===== src/rtl/hssc_pkg.sv =====
package hssc_pkg;

    localparam int SECTOR_COUNT       = 6;
    localparam int QUEUE_DEPTH_DEF    = 2;
    localparam logic [14:0] DUTY_MAX  = 15'h7fff;

    typedef enum logic [1:0] {
        MODE_OPEN = 2'd0,
        MODE_POS  = 2'd1,
        MODE_NEG  = 2'd2
    } phase_mode_t;

    // classified item handed from front to back
    typedef struct packed {
        logic [2:0]        sector;
        logic signed [3:0] direction;
        logic              drive_neg;
        logic [14:0]       mag;
    } cmd_t;

    typedef struct packed {
        phase_mode_t w;
        phase_mode_t v;
        phase_mode_t u;
    } phase_modes_t;

    // hall code 5,1,3,2,6,4 maps to sectors 1..6, others are invalid
    function automatic logic [2:0] sector_of_code(input logic [2:0] code);
        logic [2:0] sec;
        case (code)
            3'd1:    sec = 3'd2;
            3'd2:    sec = 3'd4;
            3'd3:    sec = 3'd3;
            3'd4:    sec = 3'd6;
            3'd5:    sec = 3'd1;
            3'd6:    sec = 3'd5;
            default: sec = 3'd0;
        endcase
        return sec;
    endfunction

    // sector centre in 30 degree units
    function automatic logic signed [3:0] centre_of_sector(input logic [2:0] sec);
        logic signed [3:0] c;
        case (sec)
            3'd1:    c = -4'sd4;
            3'd2:    c = -4'sd2;
            3'd4:    c = 4'sd2;
            3'd5:    c = 4'sd4;
            3'd6:    c = 4'sd6;
            default: c = 4'sd0;
        endcase
        return c;
    endfunction

    function automatic phase_modes_t modes_of_sector(input logic [2:0] sec);
        phase_modes_t m;
        case (sec)
            3'd1:    m = '{w: MODE_OPEN, v: MODE_NEG,  u: MODE_POS};
            3'd2:    m = '{w: MODE_NEG,  v: MODE_OPEN, u: MODE_POS};
            3'd3:    m = '{w: MODE_NEG,  v: MODE_POS,  u: MODE_OPEN};
            3'd4:    m = '{w: MODE_OPEN, v: MODE_POS,  u: MODE_NEG};
            3'd5:    m = '{w: MODE_POS,  v: MODE_OPEN, u: MODE_NEG};
            3'd6:    m = '{w: MODE_POS,  v: MODE_NEG,  u: MODE_OPEN};
            default: m = '{w: MODE_OPEN, v: MODE_OPEN, u: MODE_OPEN};
        endcase
        return m;
    endfunction

endpackage


===== src/rtl/hssc_front.sv =====
module hssc_front
    import hssc_pkg::*;
(
    input  logic               aclk,
    input  logic               aresetn,
    input  logic               in_valid,
    input  logic [2:0]         hall_bits,
    input  logic signed [15:0] duty_ref,
    input  logic               queue_full,
    output logic               in_ready,
    output logic               push,
    output cmd_t               cmd
);

    logic [2:0]        prev_sector_reg, prev_sector_next;
    logic signed [3:0] kept_dir_reg, kept_dir_next;
    logic [2:0]        sec;
    logic signed [4:0] diff_raw;
    logic signed [4:0] diff_wrap;
    logic [15:0]       neg_ref;
    logic [14:0]       mag;

    assign in_ready = !queue_full;
    assign push     = in_valid && !queue_full;

    always_comb begin
        sec      = sector_of_code(hall_bits);
        diff_raw = $signed({2'b00, sec}) - $signed({2'b00, prev_sector_reg});
        if (diff_raw > 5'sd1) begin
            diff_wrap = diff_raw - 5'sd6;
        end else if (diff_raw < -5'sd1) begin
            diff_wrap = diff_raw + 5'sd6;
        end else begin
            diff_wrap = diff_raw;
        end

        prev_sector_next = prev_sector_reg;
        kept_dir_next    = kept_dir_reg;
        if (push) begin
            prev_sector_next = sec;
            if (diff_wrap != 5'sd0) begin
                kept_dir_next = diff_wrap[3:0];
            end
        end

        // magnitude, most negative code saturates
        neg_ref = ~duty_ref + 16'd1;
        if (duty_ref > 16'sd0) begin
            mag = duty_ref[14:0];
        end else if (neg_ref[15]) begin
            mag = DUTY_MAX;
        end else begin
            mag = neg_ref[14:0];
        end

        cmd.sector    = sec;
        cmd.direction = kept_dir_next;
        cmd.drive_neg = !(duty_ref > 16'sd0);
        cmd.mag       = mag;
    end

    always_ff @(posedge aclk) begin
        if (!aresetn) begin
            prev_sector_reg <= 3'd0;
            kept_dir_reg    <= 4'sd0;
        end else begin
            prev_sector_reg <= prev_sector_next;
            kept_dir_reg    <= kept_dir_next;
        end
    end

endmodule


===== src/rtl/hssc_queue.sv =====
module hssc_queue
    import hssc_pkg::*;
#(
    parameter int DEPTH = QUEUE_DEPTH_DEF
) (
    input  logic aclk,
    input  logic aresetn,
    input  logic push,
    input  cmd_t push_cmd,
    input  logic pop,
    output logic full,
    output logic not_empty,
    output cmd_t head
);

    localparam int PTR_W = (DEPTH > 1) ? $clog2(DEPTH) : 1;
    localparam int CNT_W = $clog2(DEPTH + 1);

    cmd_t             mem_reg [DEPTH];
    logic [PTR_W-1:0] wr_ptr_reg, wr_ptr_next;
    logic [PTR_W-1:0] rd_ptr_reg, rd_ptr_next;
    logic [CNT_W-1:0] count_reg, count_next;

    assign full      = (count_reg == CNT_W'(DEPTH));
    assign not_empty = (count_reg != '0);
    assign head      = mem_reg[rd_ptr_reg];

    always_comb begin
        wr_ptr_next = wr_ptr_reg;
        rd_ptr_next = rd_ptr_reg;
        count_next  = count_reg;
        if (push) begin
            wr_ptr_next = (wr_ptr_reg == PTR_W'(DEPTH - 1)) ? '0 : wr_ptr_reg + 1'b1;
        end
        if (pop) begin
            rd_ptr_next = (rd_ptr_reg == PTR_W'(DEPTH - 1)) ? '0 : rd_ptr_reg + 1'b1;
        end
        if (push && !pop) begin
            count_next = count_reg + 1'b1;
        end else if (pop && !push) begin
            count_next = count_reg - 1'b1;
        end
    end

    always_ff @(posedge aclk) begin
        if (!aresetn) begin
            wr_ptr_reg <= '0;
            rd_ptr_reg <= '0;
            count_reg  <= '0;
        end else begin
            wr_ptr_reg <= wr_ptr_next;
            rd_ptr_reg <= rd_ptr_next;
            count_reg  <= count_next;
        end
    end

    always_ff @(posedge aclk) begin
        if (push) begin
            mem_reg[wr_ptr_reg] <= push_cmd;
        end
    end

endmodule


===== src/rtl/hssc_back.sv =====
module hssc_back
    import hssc_pkg::*;
(
    input  logic        aclk,
    input  logic        aresetn,
    input  logic        cmd_valid,
    input  cmd_t        cmd,
    output logic        pop,
    output logic        out_valid,
    input  logic        out_ready,
    output logic [63:0] out_data
);

    logic              valid_reg, valid_next;
    logic [63:0]       data_reg, data_next;
    logic signed [4:0] angle_raw;
    logic signed [4:0] angle_wrap;
    phase_modes_t      modes;
    phase_mode_t       drive;
    logic [14:0]       duty_u, duty_v, duty_w;

    assign pop       = cmd_valid && (!valid_reg || out_ready);
    assign out_valid = valid_reg;
    assign out_data  = data_reg;

    always_comb begin
        angle_raw = 5'(centre_of_sector(cmd.sector)) - 5'(cmd.direction);
        if (angle_raw > 5'sd6) begin
            angle_wrap = angle_raw - 5'sd12;
        end else if (angle_raw < -5'sd6) begin
            angle_wrap = angle_raw + 5'sd12;
        end else begin
            angle_wrap = angle_raw;
        end

        modes  = modes_of_sector(cmd.sector);
        drive  = cmd.drive_neg ? MODE_NEG : MODE_POS;
        duty_u = (modes.u == drive) ? cmd.mag : 15'd0;
        duty_v = (modes.v == drive) ? cmd.mag : 15'd0;
        duty_w = (modes.w == drive) ? cmd.mag : 15'd0;

        valid_next = valid_reg;
        data_next  = data_reg;
        if (pop) begin
            valid_next = 1'b1;
            data_next  = {2'b00, duty_w, duty_v, duty_u,
                          modes.w, modes.v, modes.u,
                          angle_wrap[3:0], cmd.direction, cmd.sector};
        end else if (out_ready) begin
            valid_next = 1'b0;
        end
    end

    always_ff @(posedge aclk) begin
        if (!aresetn) begin
            valid_reg <= 1'b0;
        end else begin
            valid_reg <= valid_next;
        end
    end

    always_ff @(posedge aclk) begin
        data_reg <= data_next;
    end

endmodule


===== src/rtl/hall_six_step_commutator.sv =====
// an accepted transfer passes through the command queue, then the output register
// throughput: one item per cycle while the result side is ready, set by the output
//   register and the two-entry command queue between hall decode and drive generation
// reset: aresetn low at a clock edge empties the queue and output register and
//   clears previous sector and kept direction to zero
module hall_six_step_commutator
    import hssc_pkg::*;
#(
    parameter int QUEUE_DEPTH = QUEUE_DEPTH_DEF
) (
    input  logic        aclk,
    input  logic        aresetn,
    // input stream
    input  logic        s_axis_tvalid,
    output logic        s_axis_tready,
    input  logic [23:0] s_axis_tdata,  // hall_bits[2:0], duty_ref[18:3], zero pad
    // result stream
    output logic        m_axis_tvalid,
    input  logic        m_axis_tready,
    output logic [63:0] m_axis_tdata   // sector[2:0], direction[6:3], hall_angle[10:7],
                                       // phase_u_mode[12:11], phase_v_mode[14:13],
                                       // phase_w_mode[16:15], duty_u[31:17],
                                       // duty_v[46:32], duty_w[61:47], zero pad
);

    logic push;
    logic pop;
    logic queue_full;
    logic queue_not_empty;
    cmd_t front_cmd;
    cmd_t head_cmd;

    // front: hall decode, direction tracking, duty magnitude and polarity
    hssc_front u_front (
        .aclk       (aclk),
        .aresetn    (aresetn),
        .in_valid   (s_axis_tvalid),
        .hall_bits  (s_axis_tdata[2:0]),
        .duty_ref   ($signed(s_axis_tdata[18:3])),
        .queue_full (queue_full),
        .in_ready   (s_axis_tready),
        .push       (push),
        .cmd        (front_cmd)
    );

    // short command queue so either side can stall on its own
    hssc_queue #(
        .DEPTH (QUEUE_DEPTH)
    ) u_queue (
        .aclk      (aclk),
        .aresetn   (aresetn),
        .push      (push),
        .push_cmd  (front_cmd),
        .pop       (pop),
        .full      (queue_full),
        .not_empty (queue_not_empty),
        .head      (head_cmd)
    );

    // back: angle, phase drive modes and per-phase duty into the output register
    hssc_back u_back (
        .aclk      (aclk),
        .aresetn   (aresetn),
        .cmd_valid (queue_not_empty),
        .cmd       (head_cmd),
        .pop       (pop),
        .out_valid (m_axis_tvalid),
        .out_ready (m_axis_tready),
        .out_data  (m_axis_tdata)
    );

endmodule


===== config.mk =====
export PLATFORM = sky130hd
export DESIGN_NAME = hall_six_step_commutator
export DESIGN_NICKNAME = d
export VERILOG_FILES = /design/src/rtl/hssc_pkg.sv /design/src/rtl/hssc_front.sv /design/src/rtl/hssc_queue.sv /design/src/rtl/hssc_back.sv /design/src/rtl/hall_six_step_commutator.sv
export SDC_FILE = /design/constraint.sdc
export NUM_CORES = 1
export LEC_CHECK = 0
export BUFFER_PORTS_ARGS = -buffer_cell sky130_fd_sc_hd__buf_2
export CAP_MARGIN = 5
export CORE_AREA = 2 2 104 106
export DETAILED_ROUTE_END_ITERATION = 10
export DIE_AREA = 0 0 106 108
export HOLD_SLACK_MARGIN = 0.03
export PLACE_DENSITY = 0.78
export SLEW_MARGIN = 20
export SYNTH_ARGS = -nofsm -noshare
export SYNTH_HDL_FRONTEND = slang
export SYNTH_SLANG_ARGS = --single-unit

===== constraint.sdc =====
create_clock -name aclk -period 5.8 [get_ports aclk]
set_clock_uncertainty 0.2 [all_clocks]
set_input_delay 0.29 -clock aclk [delete_from_list [all_inputs] [get_ports aclk]]
set_output_delay 0.29 -clock aclk [all_outputs]
set_load 0.02 [all_outputs]

### Word-level counts from Yosys, hierarchy flattened

Memories as Yosys holds them, arrays and structs flattened. A register that Yosys moved wholly into a read port is not among the register bits.
Index checks and enable logic that the tools add are counted.

* memories: 1
* register bits after elaboration: 74
* output and inout port bits: 66
* RAM bits: 46

* bitwise operators: 1
* reduce and logical (&&, ||, !) cells: 14
* eq/ne operators: 16
* mux-type cells: 22
* add/subtract/negate cells: 11
* magnitude comparators: 5

Memory list
* u_queue.mem_reg: words 2, width 23, rd ports 1, clocked after Yosys merged registers in 1, write ports 1, RTL line hssc_queue.sv:19 `cmd_t mem_reg [DEPTH];`

Operators by type and width (count)
* 6-bit case mux with 6 select lines: 1
* 15-bit two-way mux: 2
* 4-bit case mux with 5 select lines: 1
* 3-bit equality test (second input constant): 6
* 3-bit case mux with 6 select lines: 1
* 16-bit by 1-bit adder with 16-bit output (second input constant): 1
* 16-bit by 1-bit > comparator with 1-bit output (second input constant): 1
* 4-bit two-way mux: 4
* 16-bit NOT: 1
* 3-bit by 2-bit equality test with 1-bit output (second input constant): 4
* 5-bit two-way mux: 2
* 1-bit two-way mux: 8
* 2-bit equality test: 3
* 3-bit by 1-bit equality test with 1-bit output (second input constant): 2
* 2-bit two-way mux: 3
* 2-bit nonzero test: 3
* 5-bit by 4-bit adder with 5-bit output (second input constant): 1
* 5-bit by 2-bit > comparator with 1-bit output (second input constant): 1
* 5-bit by 4-bit > comparator with 1-bit output (second input constant): 1
* 1-bit zero test: 5
* 5-bit by 1-bit less-than comparator with 1-bit output (second input constant): 1
* 5-bit by 4-bit less-than comparator with 1-bit output (second input constant): 1
* 5-bit nonzero test: 1
* 4-bit by 4-bit subtractor with 5-bit output: 1
* other kinds (10): 14

### Longest topological paths before layout

Gate-level depths: netlist (run 1).

* depth after elaboration: 9
* gate-level depth with buffers: 16
* depth with buffers taken out: 14

### Hierarchy

Synthesis (run 1) repeated with hierarchy kept, for this count alone.

* cells, all modules: 467
* area, all modules: 5810.6 sq um

Modules (own cells, without submodules)
* hssc_back: instances 1, cells each 192, area an instance 2717.6 sq um
* hssc_queue: instances 1, cells each 93, area an instance 1876.8 sq um
* hssc_front: instances 1, cells each 182, area an instance 1216.2 sq um

### Worst setup path after synthesis (run 1)

Ideal clock, no wire load.

* path type: reg-to-reg
* start: reg u_back.valid_reg, in the netlist u_back.out_valid
* end: reg u_queue.count_reg[1]
* setup time: 0.071 ns
* buffers on the path: 0
* path slack: 1.321 ns
* cell stages (with the launch flop): 7
* data arrival time: 4.209 ns
* period minus slack after synthesis: 4.479 ns
* data required time: 5.529 ns
* path through: dfxtp_1 -> nor2b_1 -> nor2_1 -> inv_1 -> ha_1 -> or3_1 -> a21oi_1

* longest elaborated chain between the ends: 6
* elaborated cells between the ends (all ways): 8
* classes of those cells: mux: 1; reduce/logical: 7

RTL lines
* from (decl): RTL line hssc_back.sv:14 `logic valid_reg, valid_next;`
* from (signal assigned): RTL line hssc_back.sv:58 `valid_reg <= valid_next;`
* 1-bit zero test (*): RTL line hssc_back.sv:22 `assign pop = cmd_valid && (!valid_reg || out_ready);`
* 1-bit logical OR (*): RTL line hssc_back.sv:22
* 1-bit logical AND (*): RTL line hssc_back.sv:22
* via pop: RTL line hall_six_step_commutator.sv:27 `logic pop;`
* 1-bit zero test: RTL line hssc_queue.sv:38 `if (push && !pop) begin`
* 1-bit logical AND: RTL line hssc_queue.sv:38
* 2-bit two-way mux / 2-bit nonzero test (equally long branches)
* to (signal assigned): RTL line hssc_queue.sv:53 `count_reg <= count_next;`
* to (decl): RTL line hssc_queue.sv:22 `logic [CNT_W-1:0] count_reg, count_next;`

Mark *: on every way through the listed nets, which the timed path passes. The rest lies on a longest branch.
A chain may end at the register's enable or synchronous reset.

==> results.md, run 1 <==
- Hold crit path type: in2reg
- Layout cells sized above 1: 0.237
- XOR/XNOR share of the synthesized area: 0.0249
- Post-cts gate resize count: 0
- Post-synth ARST share: 0
- Cts hold-fix bufs: 14
- Mapped Cells: about 470
- Yosys Warn Count: 0
- First-pass GRT wire length: ~17000 microns
- Largest net degree at the start of global routing: 64
- Final setup viols: 0
- Synth unique cells: slightly above 60
- Root Driver: clkbuf_8
- Setup TNS: 0 ps
- Total track usage: 0.192
- IO buf count: 86
- Synthesized area: approximately 0.0056 sq mm
- Mux contribution to synthesized area: 0.0522
- Die footprint: 0.0114 sq mm
- Max-slew violations: 0
- Die H: between 100 and 150 microns
- Core area: around 0.010 sq mm
- Synthesized flop and latch total: between 100 and 150
- Sequential area share after synthesis: 0.616
- Vias: 3949
- DP HPWL: 7210 microns
- Nets: 620
- Reg area: 0.00347 sq mm
- Pwr dens: between 500 and 600 mW/mm^2
- Post-Synth Simple-Gate Area: 0.149
- WS Path Type: reg2reg
- Worst-Margin Slew: between 1000 and 1500 ps
- Arrival time at the worst endpoint: around 4500 ps
- Status: finished clean
- Fill cell count: about 740
- Wire per inst: 14.7 microns
- Period utilization: 0.776
- Site Rows: 37
- CTS buffer count: 17
- Max reg flops: 61
- Area growth syn-to-layout: 22.1%
- Vias per cell: around 5.5
- Max Cap Viol: 0
- Multi-input gate area: approximately 0.0020 sq mm
- DRT iter0 DRCs: around 270
- Initial Utilization: 0.551
- RSZ-0062 raised after global routing: false
- Final hold violation count: 0
- Worst Setup Slack, final: 1300 ps
- Post-synth EDFFs: between 100 and 150
- Initial antenna violation count: 0
- Commonest non-fill, non-tap cell in the layout: edfxtp_1
- Final ANT Viol Nets: 0
- Clk_lat worst skew: about 500 ps
- Worst-case clock buffer depth: 2
- Adder-cell share of the synthesized area: 0.0426
- Worst Path Required: a little under 6000 ps
- Clk sink count: 120
- Peak VDD IR: approximately 0.36 mV
- Final core area utilization: 0.673
- Die Wd: approximately 110 microns
- Most frequent cells in the layout: edfxtp_1 (107), buf_2 (86), nor2_1 (81)
- Pwr Total: 4060 uW
- Pre-CTS setup slack: about 1500 ps
- TritonCTS clock tree: built
- Critical path peak fanout: 10
- Slew headroom: 0.251
- Crit end category: flop
- DRT Pass-1 Iters: 5
- Post-synthesis compound-gate area fraction: 0.0790
- H-Tree Depth: 4
- Post-CTS Setup Inserts: 0
- CP Launch Type: flop
- F_max: about 220 MHz
- Total gr overflow: 0
- Leak: 0.00268 uW
- Final Wtd Congestion: 0.824
- Combinational family with the most area after synthesis: simple AND/OR/NAND/NOR gates
- # diodes: 0
- Min Clock Period, post-route: ~4500 ps
- Mean Syn Cell Area: around 12 sq um
- Worst-path clk slew: 60 ps
- Post-synth top flop: edfxtp_1
- DRC Markers: 0
- Drt total wl: 10600 microns
- Top Ports: between 90 and 100
- Vias in the first global route: 3621
layer usage:
layer / up-vias / global-route usage / wire length (microns)
met2: 130 / 0.326 / 5360
met5: - / 0 / 0
li1: 1927 / - / -
met1: 1881 / 0.251 / 4640
met4: 0 / 0.0564 / 88
met3: 11 / 0.0434 / 558
through the flow:
step / cells / hold WS, ps / cell area [sq um]
global route: 723 / 54.5 / 6880
global placement: 677 / 245 / 6160
floorplan: 475 / 208 / 5640
finish: 723 / 81.2 / 6880
CTS: 723 / 57.7 / 6870
detailed placement: 677 / 255 / 6160
cells by family (layout without fill, tap and decap cells):
| kind of cell | count (synthesis) | count (layout) |
|---|---|---|
| AND/OR/NAND/NOR | 175 | 175 |
| adder cells (fa/ha/maj) | 18 | 18 |
| XOR/XNOR | 16 | 16 |
| AO/OA/AOI/OAI | 67 | 67 |
| other | 1 | 2 |
| multiplexers | 29 | 29 |
| buffers and inverters | 48 | 160 |
| flip-flops | 120 | 120 |
path summary, 6_finish.rpt:
path | slack, ps | startpoint | depth (start not counted) | endpoint
worst max-delay path | 1300 | flop | 10 | u_back.out_data[10]$_DFFE_PP_
worst min-delay path | 80 | s_axis_tdata[1] | 3 | u_queue.mem_reg[0][20]$_DFFE_PP_
worst max register to register | 1300 | flop | 10 | u_back.out_data[10]$_DFFE_PP_
worst min register to register | 270 | u_front.prev_sector_reg[2]$_SDFFE_PN0P_ | 2 | u_front.prev_sector_reg[2]$_SDFFE_PN0P_
where the power goes:
| part | switching [uW] | internal (uW) | total, uW |
|---|---|---|---|
| Sequential | 91.7 | 1390 | 1480 |
| Combinational | 1040 | 546 | 1590 |
| Clock | 404 | 586 | 990 |
| Total | 1540 | 2530 | 4060 |
final cells by class:
| type | count | area share |
|---|---|---|
| Sequential cell | 120 | 0.505 |
| Multi-Input combinational cell | 307 | 0.288 |
| Timing Repair Buffer | 102 | 0.0851 |
| Clock buffer | 17 | 0.0602 |
| Tap cell | 136 | 0.0247 |
| Clock inverter | 15 | 0.0229 |
| Inverter | 26 | 0.0142 |
synthesized netlist by cell type (all sizes together) (3+ instances only):
cell type / number / area (sq um)
edfxtp: 107 / 3210
nor2: 83 / 312
nand2: 32 / 120
mux2i: 26 / 260
inv: 24 / 90.1
ha: 16 / 200
o21ai: 15 / 78.8
a21oi: 14 / 70.1
clkbuf: 13 / 50.0
dfxtp: 13 / 260
nand2b: 9 / 56.3
or4: 9 / 75.1
xnor2: 9 / 78.8
buf: 8 / 45.0
nor3: 7 / 35.0
xor2: 7 / 61.3
nand3: 6 / 30.0
a31oi: 5 / 31.3
o31ai: 5 / 37.5
a22oi: 4 / 30.0
nor4: 4 / 25.0
o22ai: 4 / 25.0
or2: 4 / 25.0
and3: 3 / 18.8
mux2: 3 / 33.8
nor3b: 3 / 22.5
critical path, cell delays in order (launching register included):
cell	delay, ps
dfxtp_1	560
mux2i_1	730
clkinv_1	410
nor2_1	200
ha_1	300
nor4b_1	170
a2111oi_0	490
o311ai_0	420
inv_1	200
ha_1	260
o31a_1	300
(Power assumes the default switching activity.)
==> run 2, diff against run 1 <==
ABC_AREA = 1   (was not set)
CORE_AREA = 2 2 102 104   (was 2 2 104 106)
DIE_AREA = 0 0 104 106   (was 0 0 106 108)
PLACE_DENSITY = 0.79   (was 0.78)
clock period = 4.5 ns   (was 5.8 ns; I/O delays follow)
==> run 2 against run 1 <==
Worst setup slack lost 390 ps. Cell count grew 6.9%. Register-to-register slack lost 390 ps. Critical path type unchanged. Total power grew 38%. Count of clock-buffer cells in the layout is the same. Maximum frequency grew 25%. Critical endpoint unchanged. Core utilization grew 1.4 points. Combinational power grew 44%. Sequential share of layout area grew 0.13 points. Non-clock buffer count grew 9. Global-route usage grew 1.0 points. Via count grew 0.43%.
==> results.md, run 2 <==
- Status: finished clean
- Commonest non-fill, non-tap cell in the layout: edfxtp_1
- DRT Pass-1 Iters: 6
- Slew headroom: 0.496
- Drt total wl: 10800 microns
- Cell Chain, Critical Path: buf_4, o21ai_0, inv_1, ha_1, o21ai_1, inv_1, ha_1, inv_1, o31ai_1, o21ai_0, o21bai_1, o21ai_0, inv_1
- Die H: 106 microns
- Reg2Reg Depth: 13
- Clk_lat worst skew: 510 ps
- Commonest cells post-synth: edfxtp_1 (107), nand2_1 (91), nor2_1 (68), inv_1 (58), nand3_1 (39)
- Clk sink count: 120
- F_max: around 280 MHz
- Mean Syn Cell Area: approximately 11 sq um
- WS Path Type: reg2reg
- Final ANT Viol Nets: 0
- Met1 usage: 0.257
- Worst R2R Setup Slack: between 900 and 1000 ps
- CTS buffer count: 17
- Critical path peak fanout: 23
- CP Launch Type: flop
- Crit end category: flop
- Post-CTS Setup Inserts: 0
- Cts hold-fix bufs: 23
- Peak VDD IR: approximately 0.4 mV
- Core area: ~0.01 sq mm
- Sequential power share: 0.348
- Max reg flops: between 60 and 70
- Synth unique cells: 40
- Site Rows: 37
- Worst-case clock buffer depth: 2
- DRC Markers: 0
- Period utilization: 0.799
- Worst Path Required: about 4600 ps
- H-Tree Depth: 4
- IO buf count: between 80 and 90
- Synthesized flop and latch total: 120
- Post-synth top area share: 0.590
- Slowest cell on the critical path: o21ai_0
- Nets: 670
- Most frequent cell after synthesis: edfxtp_1
- Yosys Warn Count: 0
- Die Wd: 104 microns
- Worst Hold Slack: about 46 ps
- Wire per inst: between 10 and 15 microns
- Leak: 0.00303 uW
- Part of the power in combinational logic: 0.409
- Final hold violation count: 0
- Area growth syn-to-layout: 26.0%
- Crit-path max cell delay: 490 ps
- Mapped Cells: roughly 500
- Largest net degree at the start of global routing: 64
- Hold crit path type: in2reg
- Post-synth top flop: edfxtp_1
- Most frequent cells in the layout: edfxtp_1 (107), nand2_1 (91), buf_2 (86)
- Sequential area share after synthesis: 0.638
- DRT iter0 DRCs: ~260
- Initial Utilization: 0.545
- Post-synth top area cell: edfxtp_1
- Pwr dens: between 800 and 900 mW/mm^2
- DP HPWL: between 7000 and 8000 microns
- Initial antenna violation count: 0
- Sw power: 2210 uW
- Post-synth ARST share: 0
- Worst-path clk slew: 60 ps
- Int Pwr: about 3400 uW
- Max Cap Viol: 0
- Worst path most repeated cell: inv_1
- Layout cells sized above 1: 0.228
- Clock power frac: 0.244
- Setup TNS: 0 ps
- TritonCTS clock tree: built
- Vias: about 4000
- Hold path depth: 5
- Vias in the first global route: 3759
- GR Util met2: 0.345
- Root Driver: clkbuf_8
- RSZ-0062 raised after global routing: false
- Post-cts gate resize count: 0
- Final Wtd Congestion: roughly 0.94
- Max-slew violations: 0
- Die footprint: roughly 0.011 sq mm
- Top Ports: between 90 and 100
- Synthesized area: around 0.0054 sq mm
- Vias per cell: between 5 and 6
- Min Clock Period, post-route: ~3600 ps
- Switching portion of total power: 0.396
- Arrival time at the worst endpoint: between 3000 and 4000 ps
- Area contributors post-synth: edfxtp_1 (59%), nand2_1 (6.3%), dfxtp_1 (4.8%), nor2_1 (4.7%), inv_1 (4.0%)
- Total track usage: 0.202
- Post-synth EDFFs: 107
- Met3 usage: 0.0515
- Final setup viols: 0
- Worst-Margin Slew: 756 ps
- # diodes: 0
- First-pass GRT wire length: between 15000 and 20000 microns
- Total gr overflow: 0
- Gr busiest metal: met2
## run 2: cell types whose count changed in the layout (fill, tap and decap cells not counted), sizes merged, moves of 5 or more
cell / before / now
a31oi: 5 / 0
inv: 33 / 68
nor3: 7 / 2
nand3: 6 / 40
xor2: 7 / 2
dlygate4sd3: 14 / 23
nand2b: 9 / 0
or2: 4 / 12
mux2i: 26 / 15
nor2: 83 / 69
o21ai: 15 / 23
xnor2: 9 / 0
nand2: 32 / 94
or4: 9 / 0
## run 2: cells by family after synthesis
group                    Yosys count  synth area share
AO/OA/AOI/OAI                     48            0.0512
XOR/XNOR                           2           0.00322
adder cells (fa/ha/maj)           18            0.0441
buffers and inverters             75            0.0567
flip-flops                       120             0.638
multiplexers                      15            0.0276
other                              1          0.000688
AND/OR/NAND/NOR                  225             0.179
## run 2: power by group through the flow
stage               Sequential, uW  Combinational (uW)  Clock (uW)
global placement              1940                2140           0
global route                  1990                2550        1430
floorplan                     2360                1230           0
detailed placement            1970                2240           0
CTS                           1950                2290        1370
finish                        1950                2290        1360
## run 2: metrics by stage
step                 util  total power, uW  instances  cell area, sq um  worst slack [ps]
floorplan               -             3590        505              5460              1020
global placement    0.602             4080        718              6020              1180
detailed placement  0.602             4210        718              6020              1040
CTS                 0.686             5610        773              6860               960
global route        0.686             5970        773              6860               657
finish              0.686             5600        773              6860               906
## run 2: worst paths after layout
path                                        start                                       to
setup / recovery                             flop            u_back.out_data[10]$_DFFE_PP_
hold / removal                    s_axis_tdata[2]  u_front.prev_sector_reg[0]$_SDFFE_PN0P_
setup reg to reg                             flop            u_back.out_data[10]$_DFFE_PP_
hold reg to reg   u_queue.rd_ptr_reg$_SDFFE_PN0P_          u_queue.rd_ptr_reg$_SDFFE_PN0P_
## run 2: critical path: cells and delay by family, from the launching register on
family | cells | cell delay (ps)
compound gates | 6 | 1540
buf+inv | 5 | 690
flops | 1 | 330
fa+ha+maj | 2 | 600
## run 2: layer usage
metal  wire length (microns)  up-vias  part of all wire
li1                        -     1953                 -
met5                       0        -                 0
met1                    4560     1809              0.42
met4                     160        0             0.015
met2                    5330      184              0.49
met3                     739       20             0.069
## run 2: final cells by class
type,count,area [sq um]
multi-input cells,310,1700
clock buffers,17,414
flip-flops and latches,120,3470
inverters,64,243
repair buffers,111,676
clock inverters,15,193
well taps,136,170
fillers,717,3140
==> run 3, diff against run 2 <==
clock period = 3.4 ns   (was 4.5 ns; I/O delays follow)
==> run 3 against run 2 <==
Register-to-register slack worse by 720 ps. Clock power is 18% higher. Core utilization is 1.7 points higher. Cell count is 2.3% higher. Sequential share of layout area shrank 1.2 points. Critical path depth decreased by 1. Total power increased by 31%. Count of clock-buffer cells in the layout is 1 higher. Highest routed layer unchanged.
==> results.md, run 3 (same netlist as run 2, synthesis figures left out) <==
- Status: finished clean
- Vias: between 4000 and 5000
- Final ANT Viol Nets: 0
- Initial antenna violation count: 0
- Area growth syn-to-layout: 29.1%
- Total track usage: 0.197
- H-Tree Depth: 4
- Multi-input gate area: approximately 0.0018 sq mm
- Initial Utilization: 0.545
- Hold crit path type: in2reg
- DP HPWL: 6970 microns
- Worst-Margin Slew: about 800 ps
- Crit end category: flop
- Most frequent cells in the layout: edfxtp_1 (107), nand2_1 (88), buf_2 (84)
- DRT iter0 DRCs: approximately 220
- Total gr overflow: 0
- DRC Markers: 0
- Final Wtd Congestion: a little under 0.9
- F_max: roughly 300 MHz
- Layout cells sized above 1: 0.261
- Max Cap Viol: 0
- Reg2Reg Depth: 18
- Die H: ~110 microns
- Slew headroom: 0.468
- Worst Path Required: between 3000 and 4000 ps
- TritonCTS clock tree: built
- Setup TNS: 0 ps
- Arrival time at the worst endpoint: roughly 3400 ps
- Final core area utilization: 0.703
- Min Clock Period, post-route: between 3000 and 4000 ps
- Die footprint: 0.0110 sq mm
- WS Path Type: in2reg
- Clk_lat worst skew: around 510 ps
- Drt total wl: 10700 microns
- Area after DPL: 0.00605 sq mm
- Die Wd: 104 microns
- Fill cell count: 700
- Max-slew violations: 0
- Worst-path clk slew: roughly 60 ps
- Worst Setup SP: s_axis_tdata[7]
- Reg area: 0.00348 sq mm
- Pwr Total: 7320 uW
- Nets: roughly 700
- Top Ports: 94
- R2r endpoint: u_back.out_data[10]$_DFFE_PP_
- CTS buffer count: 17
- Worst-case clock buffer depth: 2
- Largest net degree at the start of global routing: 66
- IO buf count: 86
- Root Driver: clkbuf_8
- Period utilization: 0.953
- Worst Setup EP: u_queue.mem_reg[1][12]$_DFFE_PP_
- Peak VDD IR: around 0.88 mV
- Worst Hold Slack: approximately 94 ps
- DRT Pass-1 Iters: 5
- Critical path peak fanout: 4
- Final Cell Area: between 0.007 and 0.008 sq mm
- CP Launch Type: input port
- Final hold violation count: 0
- Final setup viols: 0
- Clk sink count: 120
- Pwr dens: around 1000 mW/mm^2
- Wire per inst: between 10 and 15 microns
- First-pass GRT wire length: approximately 17000 microns
- Core area: 0.0100 sq mm
- Site Rows: 37
- Max reg flops: 61
- Commonest non-fill, non-tap cell in the layout: edfxtp_1
- Vias per cell: roughly 5
- Vias in the first global route: between 3000 and 4000
- # diodes: 0
- Worst R2R Setup Slack: ~190 ps
- Leak: 0.00308 uW
[run 3: how the worst min path moves through the flow]
| stage | startpoint | to | cells after the start |
|---|---|---|---|
| floorplan | aresetn | u_queue.wr_ptr_reg$_SDFFE_PN0P_ | 2 |
| global placement | u_queue.rd_ptr_reg$_SDFFE_PN0P_ | u_queue.rd_ptr_reg$_SDFFE_PN0P_ | 1 |
| detailed placement | u_queue.rd_ptr_reg$_SDFFE_PN0P_ | u_queue.rd_ptr_reg$_SDFFE_PN0P_ | 1 |
| CTS | s_axis_tdata[1] | u_queue.mem_reg[0][21]$_DFFE_PP_ | 5 |
| global route | s_axis_tdata[1] | u_queue.mem_reg[0][21]$_DFFE_PP_ | 5 |
| finish | s_axis_tdata[1] | u_queue.mem_reg[0][21]$_DFFE_PP_ | 5 |
[run 3: what timing repair did]
| action | CTS | global route |
|---|---|---|
| pin swaps | 0 | 10 |
| hold buffers | 34 | 0 |
| buffers inserted | 0 | 5 |
| gates cloned | 0 | 0 |
| hold endpoints to repair | 49 | 0 |
| resized for setup | 4 | 23 |
| setup endpoints to repair | 1 | 20 |
[run 3: metal layers]
layer	routed length, microns	share of wire	vias up	GRT usage
met1	4630	0.43	1880	0.248
li1	-	-	1976	-
met5	0	0	-	0
met4	159	0.015	0	0.0724
met2	5190	0.49	155	0.320
met3	690	0.065	14	0.0632
[run 3: worst max-delay path: stages]
cell	delay (ps)
dlygate4sd3_1	520
buf_2	140
nor2_1	130
dlygate4sd3_1	570
nand4_1	170
nor3_4	220
nand3_1	150
nand2_1	90
nand2_1	50
dlygate4sd3_1	550
nand3_1	80
dlygate4sd3_1	560
[run 3: layout make-up]
class | instances | share of cell area
multi-input cells | 310 | 0.250
clock inverters | 14 | 0.0176
well taps | 136 | 0.0242
repair buffers | 129 | 0.120
flip-flops and latches | 120 | 0.494
inverters | 64 | 0.0345
clock buffers | 18 | 0.0594
[run 3: where the power goes]
part	switching, uW	internal, uW	total [uW]
Sequential	150	2430	2580
Clock	641	970	1610
Combinational	2140	983	3120
Total	2930	4390	7320
[run 3: stage by stage]
step | setup slack (ps) | std cells
floorplan | 308 | 505
global placement | 161 | 722
detailed placement | -23.2 | 722
CTS | 69.4 | 788
global route | -36.3 | 791
finish | 160 | 791
